[src/hdl/mlfq_pkg.sv]
// Shared types and constants for the multilevel feedback queue scheduler.
`default_nettype none
package mlfq_pkg;

    localparam int NUM_LEVELS_DEF    = 4;
    localparam int QUEUE_DEPTH_DEF   = 256;
    localparam int MAX_PROCESSES_DEF = 256;

    localparam logic [2:0] ACT_NONE    = 3'd0;
    localparam logic [2:0] ACT_REQUEUE = 3'd1;
    localparam logic [2:0] ACT_BLOCKED = 3'd2;
    localparam logic [2:0] ACT_TERM    = 3'd3;
    localparam logic [2:0] ACT_DROP    = 3'd4;

    localparam logic [1:0] ST_READY   = 2'd0;
    localparam logic [1:0] ST_BLOCKED = 2'd1;
    localparam logic [1:0] ST_TERM    = 2'd2;

    localparam logic [2:0] REG_MODE = 3'd0;
    localparam logic [2:0] REG_Q0   = 3'd1;
    localparam logic [2:0] REG_Q1   = 3'd2;
    localparam logic [2:0] REG_Q2   = 3'd3;
    localparam logic [2:0] REG_Q3   = 3'd4;

    typedef struct packed {
        logic load;
        logic push;
        logic pop;
        logic finish;
    } mlfq_cmd_t;

    typedef struct packed {
        logic pop_req;
    } mlfq_status_t;

endpackage
`default_nettype wire

[src/hdl/mlfq_ctrl.sv]
// Controller state machine sequencing capture, enqueue, dequeue and result.
`default_nettype none
module mlfq_ctrl
(
    input  wire logic                  clk,
    input  wire logic                  rst_n,
    input  wire logic                  in_valid,
    output logic                       in_stall,
    output logic                       out_valid,
    input  wire logic                  out_stall,
    input  wire mlfq_pkg::mlfq_status_t status,
    output mlfq_pkg::mlfq_cmd_t        cmd
);
    import mlfq_pkg::*;

    typedef enum logic [3:0] {
        S_IDLE = 4'b0001,
        S_PUSH = 4'b0010,
        S_POP  = 4'b0100,
        S_OUT  = 4'b1000
    } state_t;

    state_t state_reg, state_next;
    logic   out_valid_reg, out_valid_next;

    always_comb
    begin
        state_next     = state_reg;
        out_valid_next = out_valid_reg;
        cmd            = '0;
        if (out_valid_reg && !out_stall)
        begin
            out_valid_next = 1'b0;
        end
        case (state_reg)
            S_IDLE:
            begin
                if (in_valid)
                begin
                    cmd.load   = 1'b1;
                    state_next = S_PUSH;
                end
            end
            S_PUSH:
            begin
                cmd.push   = 1'b1;
                state_next = S_POP;
            end
            S_POP:
            begin
                cmd.pop    = status.pop_req;
                state_next = S_OUT;
            end
            S_OUT:
            begin
                if (!out_valid_reg || !out_stall)
                begin
                    cmd.finish     = 1'b1;
                    out_valid_next = 1'b1;
                    state_next     = S_IDLE;
                end
            end
            default:
            begin
                state_next = S_IDLE;
            end
        endcase
    end

    assign in_stall  = (state_reg != S_IDLE);
    assign out_valid = out_valid_reg;

    always_ff @(posedge clk or negedge rst_n)
    begin
        if (!rst_n)
        begin
            state_reg     <= S_IDLE;
            out_valid_reg <= 1'b0;
        end
        else
        begin
            state_reg     <= state_next;
            out_valid_reg <= out_valid_next;
        end
    end

endmodule
`default_nettype wire

[config.mk]
export PLATFORM = sky130hd
export DESIGN_NAME = mlfq_ctrl
export DESIGN_NICKNAME = d
export VERILOG_FILES = /design/src/hdl/mlfq_pkg.sv /design/src/hdl/mlfq_ctrl.sv
export SDC_FILE = /design/constraint.sdc
export NUM_CORES = 1
export LEC_CHECK = 0
export BUFFER_PORTS_ARGS = -buffer_cell sky130_fd_sc_hd__buf_2
export CORE_AREA = 2 2 39 41
export DETAILED_ROUTE_END_ITERATION = 6
export DIE_AREA = 0 0 41 43
export PLACE_DENSITY = 0.42
export RECOVER_POWER = 50
export SYNTH_ARGS = -nofsm -noshare
export SYNTH_HDL_FRONTEND = slang
export SYNTH_SLANG_ARGS = --single-unit
[constraint.sdc]
create_clock -name clk -period 2.3 [get_ports clk]
set_input_delay 0.46 -clock clk [delete_from_list [all_inputs] [get_ports clk]]
set_output_delay 0.46 -clock clk [all_outputs]
set_load 0.005 [all_outputs]
# Word-level counts from Yosys, hierarchy flattened
# Cells that the tools add are included.
dict set report word_totals {
  mem_bits_rw 0
  output_inout_bits 6
  latch_bits 0
  word_cells 26
  regBits 5
  mem_bits_ro 0
  memories 0
}
dict set report op_classes {
  mul 0
  mux 12
  n_reduce_logical 5
  add_sub_neg 0
  div_mod_pow 0
  magnitude_cmp 0
  shift 0
  bitwise_logic 0
  n_eq_ne 7
}
# cell n
set ops {}
lappend ops {{$pmux W4 S4} 1}
lappend ops {{$mux W1} 9}
lappend ops {{$mux W4} 2}
lappend ops {{$eq A4 B1 Y1 const B} 1}
lappend ops {{$eq A4 B2 Y1 const B} 1}
lappend ops {{$eq A4 B3 Y1 const B} 1}
lappend ops {{$eq A4 B4 Y1 const B} 1}
lappend ops {{$ne A2 B2 Y1 const B} 2}
lappend ops {{$ne A4 B1 Y1 const B} 1}
lappend ops {{$logic_not A1 Y1} 2}
lappend ops {{$reduce_and A2 Y1} 1}
lappend ops {{$logic_and A1 B1 Y1} 1}
lappend ops {{$logic_or A1 B1 Y1} 1}

# Logic depth before layout (Yosys ltp)
# Gate-level depths: netlist of the first run.
dict set report depth {
  word_depth 5
  depth_mapped 3
}

# Worst setup path before layout of the first run
# Ideal clock, no wire load.
dict set report synth_timing {
  kind {flip-flop to output port}
  start {reg state_reg[0]}
  end {out cmd[3] in the netlist's numbering}
  stages_incl_launch_ff 3
  t_arrival_ps 1132
  slack_ps 708
  path_buffers 0
  path_cell_list {dfstp_2 or4b_4 nor2_4}
}
# item line_no
set synth_lines {}
lappend synth_lines {{start, declared} mlfq_ctrl.sv:23} ;# state_t state_reg, state_next;
lappend synth_lines {{start signal, assigned} mlfq_ctrl.sv:82} ;# state_reg <= state_next;
lappend synth_lines {{end, declared} mlfq_ctrl.sv:12} ;# output mlfq_pkg::mlfq_cmd_t cmd

==> impl_metrics.tcl, run 1 <==
set metrics [dict create \
    antenna_found_initial 0 \
    ant_nets 0 \
    synthDistinctLibCells 14 \
    track_usage_pct 7.06 \
    yosys_register_bits 5 \
    drt-total-wl_um 493 \
    dieArea_mm2 0.00176 \
    fin_nets 41 \
    drt_iter0_drc 2 \
    worst_pin_slew_ns 0.357 \
    ir_drop_v 0.000477 \
    cts_hold_buf 0 \
    min_path_type "in -> async" \
    crit_chain "or4b_4 > nor2_4 > buf_2" \
    core_mm2 0.00138 \
    htree_levels 1 \
    grt_overflow 0 \
    drcViolationCount 0 \
    place_congestion 0.625 \
    cp_max_fo 5 \
    ff2ff_path_depth 3 \
    first_global_vias 182 \
    crit_cells 3 \
    postCtsSetupBuffers 0 \
    seq_area_frac_synth_pct 53.4 \
    largest_reg_flops 4 \
    crit_arrival_ns 1.54 \
    numPortBuffers 10 \
    maxCapViolations 0 \
    slew_viol_final 0 \
    via_per_inst 4.08 \
    slowest_stage "dfstp_1" \
    yosysWarnings 0 \
    clock_skew_ns 0.00660 \
    cellLeakagePower_nw 0.160 \
    clockBufferDepth 2 \
    cts_sinks 5 \
    outcome "finished clean" \
    crit_path_start "state_reg[0]" \
    period_needed_ns 2.00 \
    clock_latency_ns 0.24 \
    wl_per_cell_um 9.67 \
    synthCells 21 \
    fillers 153 \
    rsz0062_at_grt "false" \
    multi_input_area_um2 106 \
    powerDensity_mw_per_mm2 1030 \
    die_w_um 41 \
    start_util_pct 17.1 \
    rr_endpoint "state_reg[0]" \
    die_h_um 43 \
    cp-start-kind "flip-flop" \
    drive_gt1_share_pct 40.0 \
    syn_to_final_growth_pct 40.2 \
    cts_resized 0 \
    cts_buffers 3 \
    worst-path-buf-inv 1 \
    crit_path_max_incr_delay_ns 0.57 \
    dr_total_vias 208 \
    hold_viol_final 0 \
    io_pins 11 \
    num_rows 14 \
    root_buffer "clkbuf_4" \
    final_area_um2 332 \
    maxSlewHeadroom_pct 75.9 \
    syn_nets 26 \
    reg2reg_slack_ns 0.98 \
    avgSynthCellArea_um2 11.3 \
    final-seq-area_um2 126 \
    clkTransAtPathRegs_ns 0.04 \
    crit_type "reg -> out" \
    dr.pass1.iters 3 \
    finalSetupViolCount 0 \
    cts_tree "built" \
    max_freq_mhz 500 \
    setup-tns-final_ns 0 \
    grt_max_degree 7 \
    final_cell_mix "buf_2, dfrtp_1, nor4b_1, clkbuf_4" \
    dpl.hpwl_um 375 \
    syn_area_um2 236 \
    worst_path_dominant_cell_family "simple AND/OR/NAND/NOR gates" \
    period_share_pct 86.9 \
    critPathRequiredTime_ns 1.84 \
    layout_commonest_cell "buf_2" \
    r2r-start "state_reg[0]" \
    end_kind "output pin" \
    diodes 0 \
    dpl_cell_area_um2 307 \
    grt_pass1_wl_um 752 \
]
kinds of logic (layout without fill, tap and decap cells):
| family | after synthesis | count (layout) | share of synthesized area, % |
|---|---|---|---|
| compound gates | 2 | 2 | 5.29 |
| buf+inv | 1 | 15 | 1.59 |
| flops | 5 | 5 | 53.4 |
| simple gates | 13 | 13 | 39.7 |
routing by layer:
metal | up-vias | share of wire, % | GRT usage (%)
li1 | 104 | - | -
met1 | 90 | 46 | 8.14
met4 | 0 | 0 | 2.00
met2 | 14 | 37 | 8.44
met5 | - | 0 | 0
met3 | 0 | 17 | 7.85
area by class of cell:
type / instances / area share, %
repair buffers: 10 / 14.7
flip-flops and latches: 5 / 38.1
multi-input cells: 15 / 32.1
inverters: 1 / 1.13
clock buffers: 4 / 7.92
well taps: 16 / 6.04
Yosys cell counts:
library cell | number | share of area [%]
dfrtp_1 | 4 | 42
a21boi_0 | 1 | 3.2
nand2_1 | 2 | 3.2
nor2_1 | 2 | 3.2
or4b_4 | 1 | 5.8
nor4b_1 | 3 | 11
nand2b_1 | 1 | 2.6
nand4b_1 | 1 | 3.7
nand3b_1 | 1 | 3.2
inv_1 | 1 | 1.6
a21oi_1 | 1 | 2.1
dfstp_2 | 1 | 11
nor3_1 | 1 | 2.1
nor2_4 | 1 | 4.8
worst max-delay path by stage:
stage          slack (ns)      to
6_report             0.30  cmd[3]
2_1_floorplan        0.71  cmd[3]
3_3_place_gp         0.59  cmd[3]
5_1_grt              0.24  cmd[3]
3_5_place_dp         0.58  cmd[3]
4_1_cts              0.31  cmd[3]
power breakdown:
part           switching (mW)  internal, mW  leakage (nW)
Sequential             0.0243         0.112        0.0641
Combinational          0.0463        0.0588        0.0807
Clock                  0.0357        0.0655        0.0150
Total                   0.106         0.237         0.160
stage by stage:
step                      util (%)  std cells  worst slack [ns]  hold WS, ns  power (mW)
after global placement        22.2         47             0.587        0.276       0.246
after detailed placement      22.2         47             0.580        0.275       0.247
after floorplan                  -         21             0.708        0.164       0.207
final                         24.0         51             0.301       0.0513       0.343
after global routing          24.0         51             0.237       0.0709       0.371
after CTS                     24.1         51             0.308       0.0118       0.354
worst reg2reg max path, cell delays in order, from the launching register on:
cell     delay, ns
dfstp_1       0.57
or4b_4        0.52
nor2_4        0.10
nor3_1        0.05
No activity file was read; power rests on OpenSTA's default activity.
==> run 2: changes to the inputs <==
--- a/config.mk
+++ b/config.mk
@@ -9,7 +9,7 @@
 export CORE_AREA = 2 2 39 41
 export DETAILED_ROUTE_END_ITERATION = 6
 export DIE_AREA = 0 0 41 43
-export PLACE_DENSITY = 0.42
+export PLACE_DENSITY = 0.43
 export RECOVER_POWER = 50
 export SYNTH_ARGS = -nofsm -noshare
 export SYNTH_HDL_FRONTEND = slang
==> constraint.sdc (replaced) <==
create_clock -name clk -period 1.8 [get_ports clk]
set_input_delay 0.36 -clock clk [delete_from_list [all_inputs] [get_ports clk]]
set_output_delay 0.36 -clock clk [all_outputs]
set_load 0.005 [all_outputs]
==> run 2 against run 1 <==
The run now ends with negative setup slack left. Highest routed layer unchanged. Critical path depth stayed put. Sequential cell count unchanged. Register-to-register slack lost 0.42 ns. Sequential share of layout area decreased by 1.9 points. Die area unchanged. Wire length is 9.7% higher. Utilization rose by 1.3 points. Clock skew shrank 0.0054 ns. Cell count is 3.9% higher. Global-route usage up 0.71 points.
==> impl_metrics.tcl, run 2 (same netlist as run 1, synthesis figures left out) <==
set metrics [dict create \
    end_kind "output pin" \
    cellLeakagePower_nw 0.169 \
    cts_sinks 5 \
    dr_total_vias 210 \
    hp-start "out_stall" \
    num_rows 14 \
    wl_per_cell_um 10.2 \
    track_usage_pct 7.76 \
    cp_max_fo 3 \
    violations "negative setup slack" \
    antenna_found_initial 0 \
    slowest_stage "dfstp_2" \
    outcome "finished with violations" \
    cts_tree "built" \
    ant_nets 0 \
    grt_pass1_wl_um 807 \
    dpl.cell_count 47 \
    htree_levels 1 \
    crit_arrival_ns 1.47 \
    drive_gt1_share_pct 43.2 \
    rr_endpoint "state_reg[0]" \
    final_area_um2 349 \
    layout_commonest_cell "buf_2" \
    ir_drop_v 0.000412 \
    r2r-start "state_reg[0]" \
    fin_nets 43 \
    hold_depth 3 \
    crit_chain "or4b_4 > nor2_4 > buf_2" \
    period_share_pct 101 \
    drcViolationCount 0 \
    dr.pass1.iters 2 \
    largest_reg_flops 4 \
    power_frac_comb_pct 34.3 \
    hold_viol_final 0 \
    via_per_inst 3.96 \
    numPortBuffers 10 \
    maxSlewHeadroom_pct 75.1 \
    power_switching_share_pct 31.0 \
    io_pins 11 \
    fin_cells 53 \
    worst_pin_slew_ns 0.368 \
    pwr-share-clk_pct 28.5 \
    rsz0062_at_grt "true" \
    ff2ff_path_depth 3 \
    worst_path_dominant_cell_family "simple AND/OR/NAND/NOR gates" \
    clockBufferDepth 2 \
    final_cell_mix "buf_2, dfrtp_1, nor4b_1, clkbuf_4" \
    slew_viol_final 0 \
    clkTransAtPathRegs_ns 0.04 \
    die_h_um 43 \
    seq_power_share_pct 37.2 \
    place_congestion 0.627 \
    power_mw 0.462 \
    syn_to_final_growth_pct 47.6 \
    dpl_cell_area_um2 307 \
    clock_skew_ns 0.00122 \
    period_needed_ns 1.83 \
    drt_iter0_drc 2 \
    crit_path_max_incr_delay_ns 0.52 \
    core_mm2 0.00138 \
    grt_overflow 0 \
    worst-path-buf-inv 1 \
    setup_slack_ns -0.0262 \
    first_global_vias 200 \
    drt-total-wl_um 541 \
    reg2reg_slack_ns 0.56 \
    critPathRequiredTime_ns 1.44 \
    cts_buffers 3 \
    finalSetupViolCount 1 \
    max_freq_mhz 548 \
    grt_max_degree 7 \
    clock_latency_ns 0.24 \
    whs_endpoint "out_valid" \
    crit_type "reg -> out" \
    setup-tns-final_ns -0.0262 \
    dieArea_mm2 0.00176 \
    cts_resized 0 \
    min_path_type "in -> reg" \
    diodes 0 \
    root_buffer "clkbuf_4" \
    powerDensity_mw_per_mm2 1320 \
    die_w_um 41 \
    intPower_mw 0.318 \
    start_util_pct 17.1 \
    maxCapViolations 0 \
    cp-start-kind "flip-flop" \
    utilization_pct 25.2 \
    p_switching_mw 0.143 \
]
## run 2: cell type report
type                            count  area, µm²
Fill cell                         155       1030
Multi-Input combinational cell     15        106
Tap cell                           16       20.0
Clock buffer                        4       26.3
Inverter                            1       3.75
Sequential cell                     5        126
Timing Repair Buffer               12       66.3
## run 2: timing repair
action                                 in CTS  in global routing
setup endpoints to repair                   2                  1
hold buffers                                1                  0
setup buffers                               1                  0
endpoints found under the hold margin       4                  0
## run 2: stage by stage
stage	hold WS (ns)	setup slack, ns
floorplan	0.0644	0.308
global placement	0.184	0.205
detailed placement	0.185	0.183
CTS	0.338	-0.0414
global route	0.353	-0.0812
finish	0.348	-0.0262
## run 2: power groups by stage
| stage | clock, mW | sequential [mW] | combinational, mW |
|---|---|---|---|
| final | 0.132 | 0.171 | 0.158 |
| after global routing | 0.150 | 0.173 | 0.173 |
| after CTS | 0.139 | 0.171 | 0.160 |
| after detailed placement | 0 | 0.181 | 0.136 |
| after global placement | 0 | 0.177 | 0.136 |
| after floorplan | 0 | 0.172 | 0.0931 |
## run 2: layer usage
metal	global-route usage, %	part of all wire [%]
met2	8.13	36
met5	0	0
met1	9.77	52
met3	4.71	11
met4	8.00	0
## run 2: how the worst max path moves through the flow
stage	cells past startpoint	to	slack (ns)	start
4_1_cts	3	cmd[3]	-0.04	state_reg[0]
3_3_place_gp	3	cmd[3]	0.20	state_reg[0]
3_5_place_dp	3	cmd[3]	0.18	state_reg[0]
2_1_floorplan	2	cmd[3]	0.31	state_reg[0]
6_report	3	cmd[3]	-0.03	state_reg[0]
5_1_grt	3	cmd[3]	-0.08	state_reg[0]
## run 2: tightest hold or removal path: cells and delay by family
kind                   cells  cell delay (ns)
buffers and inverters      1             0.10
AND/OR/NAND/NOR            2             0.10
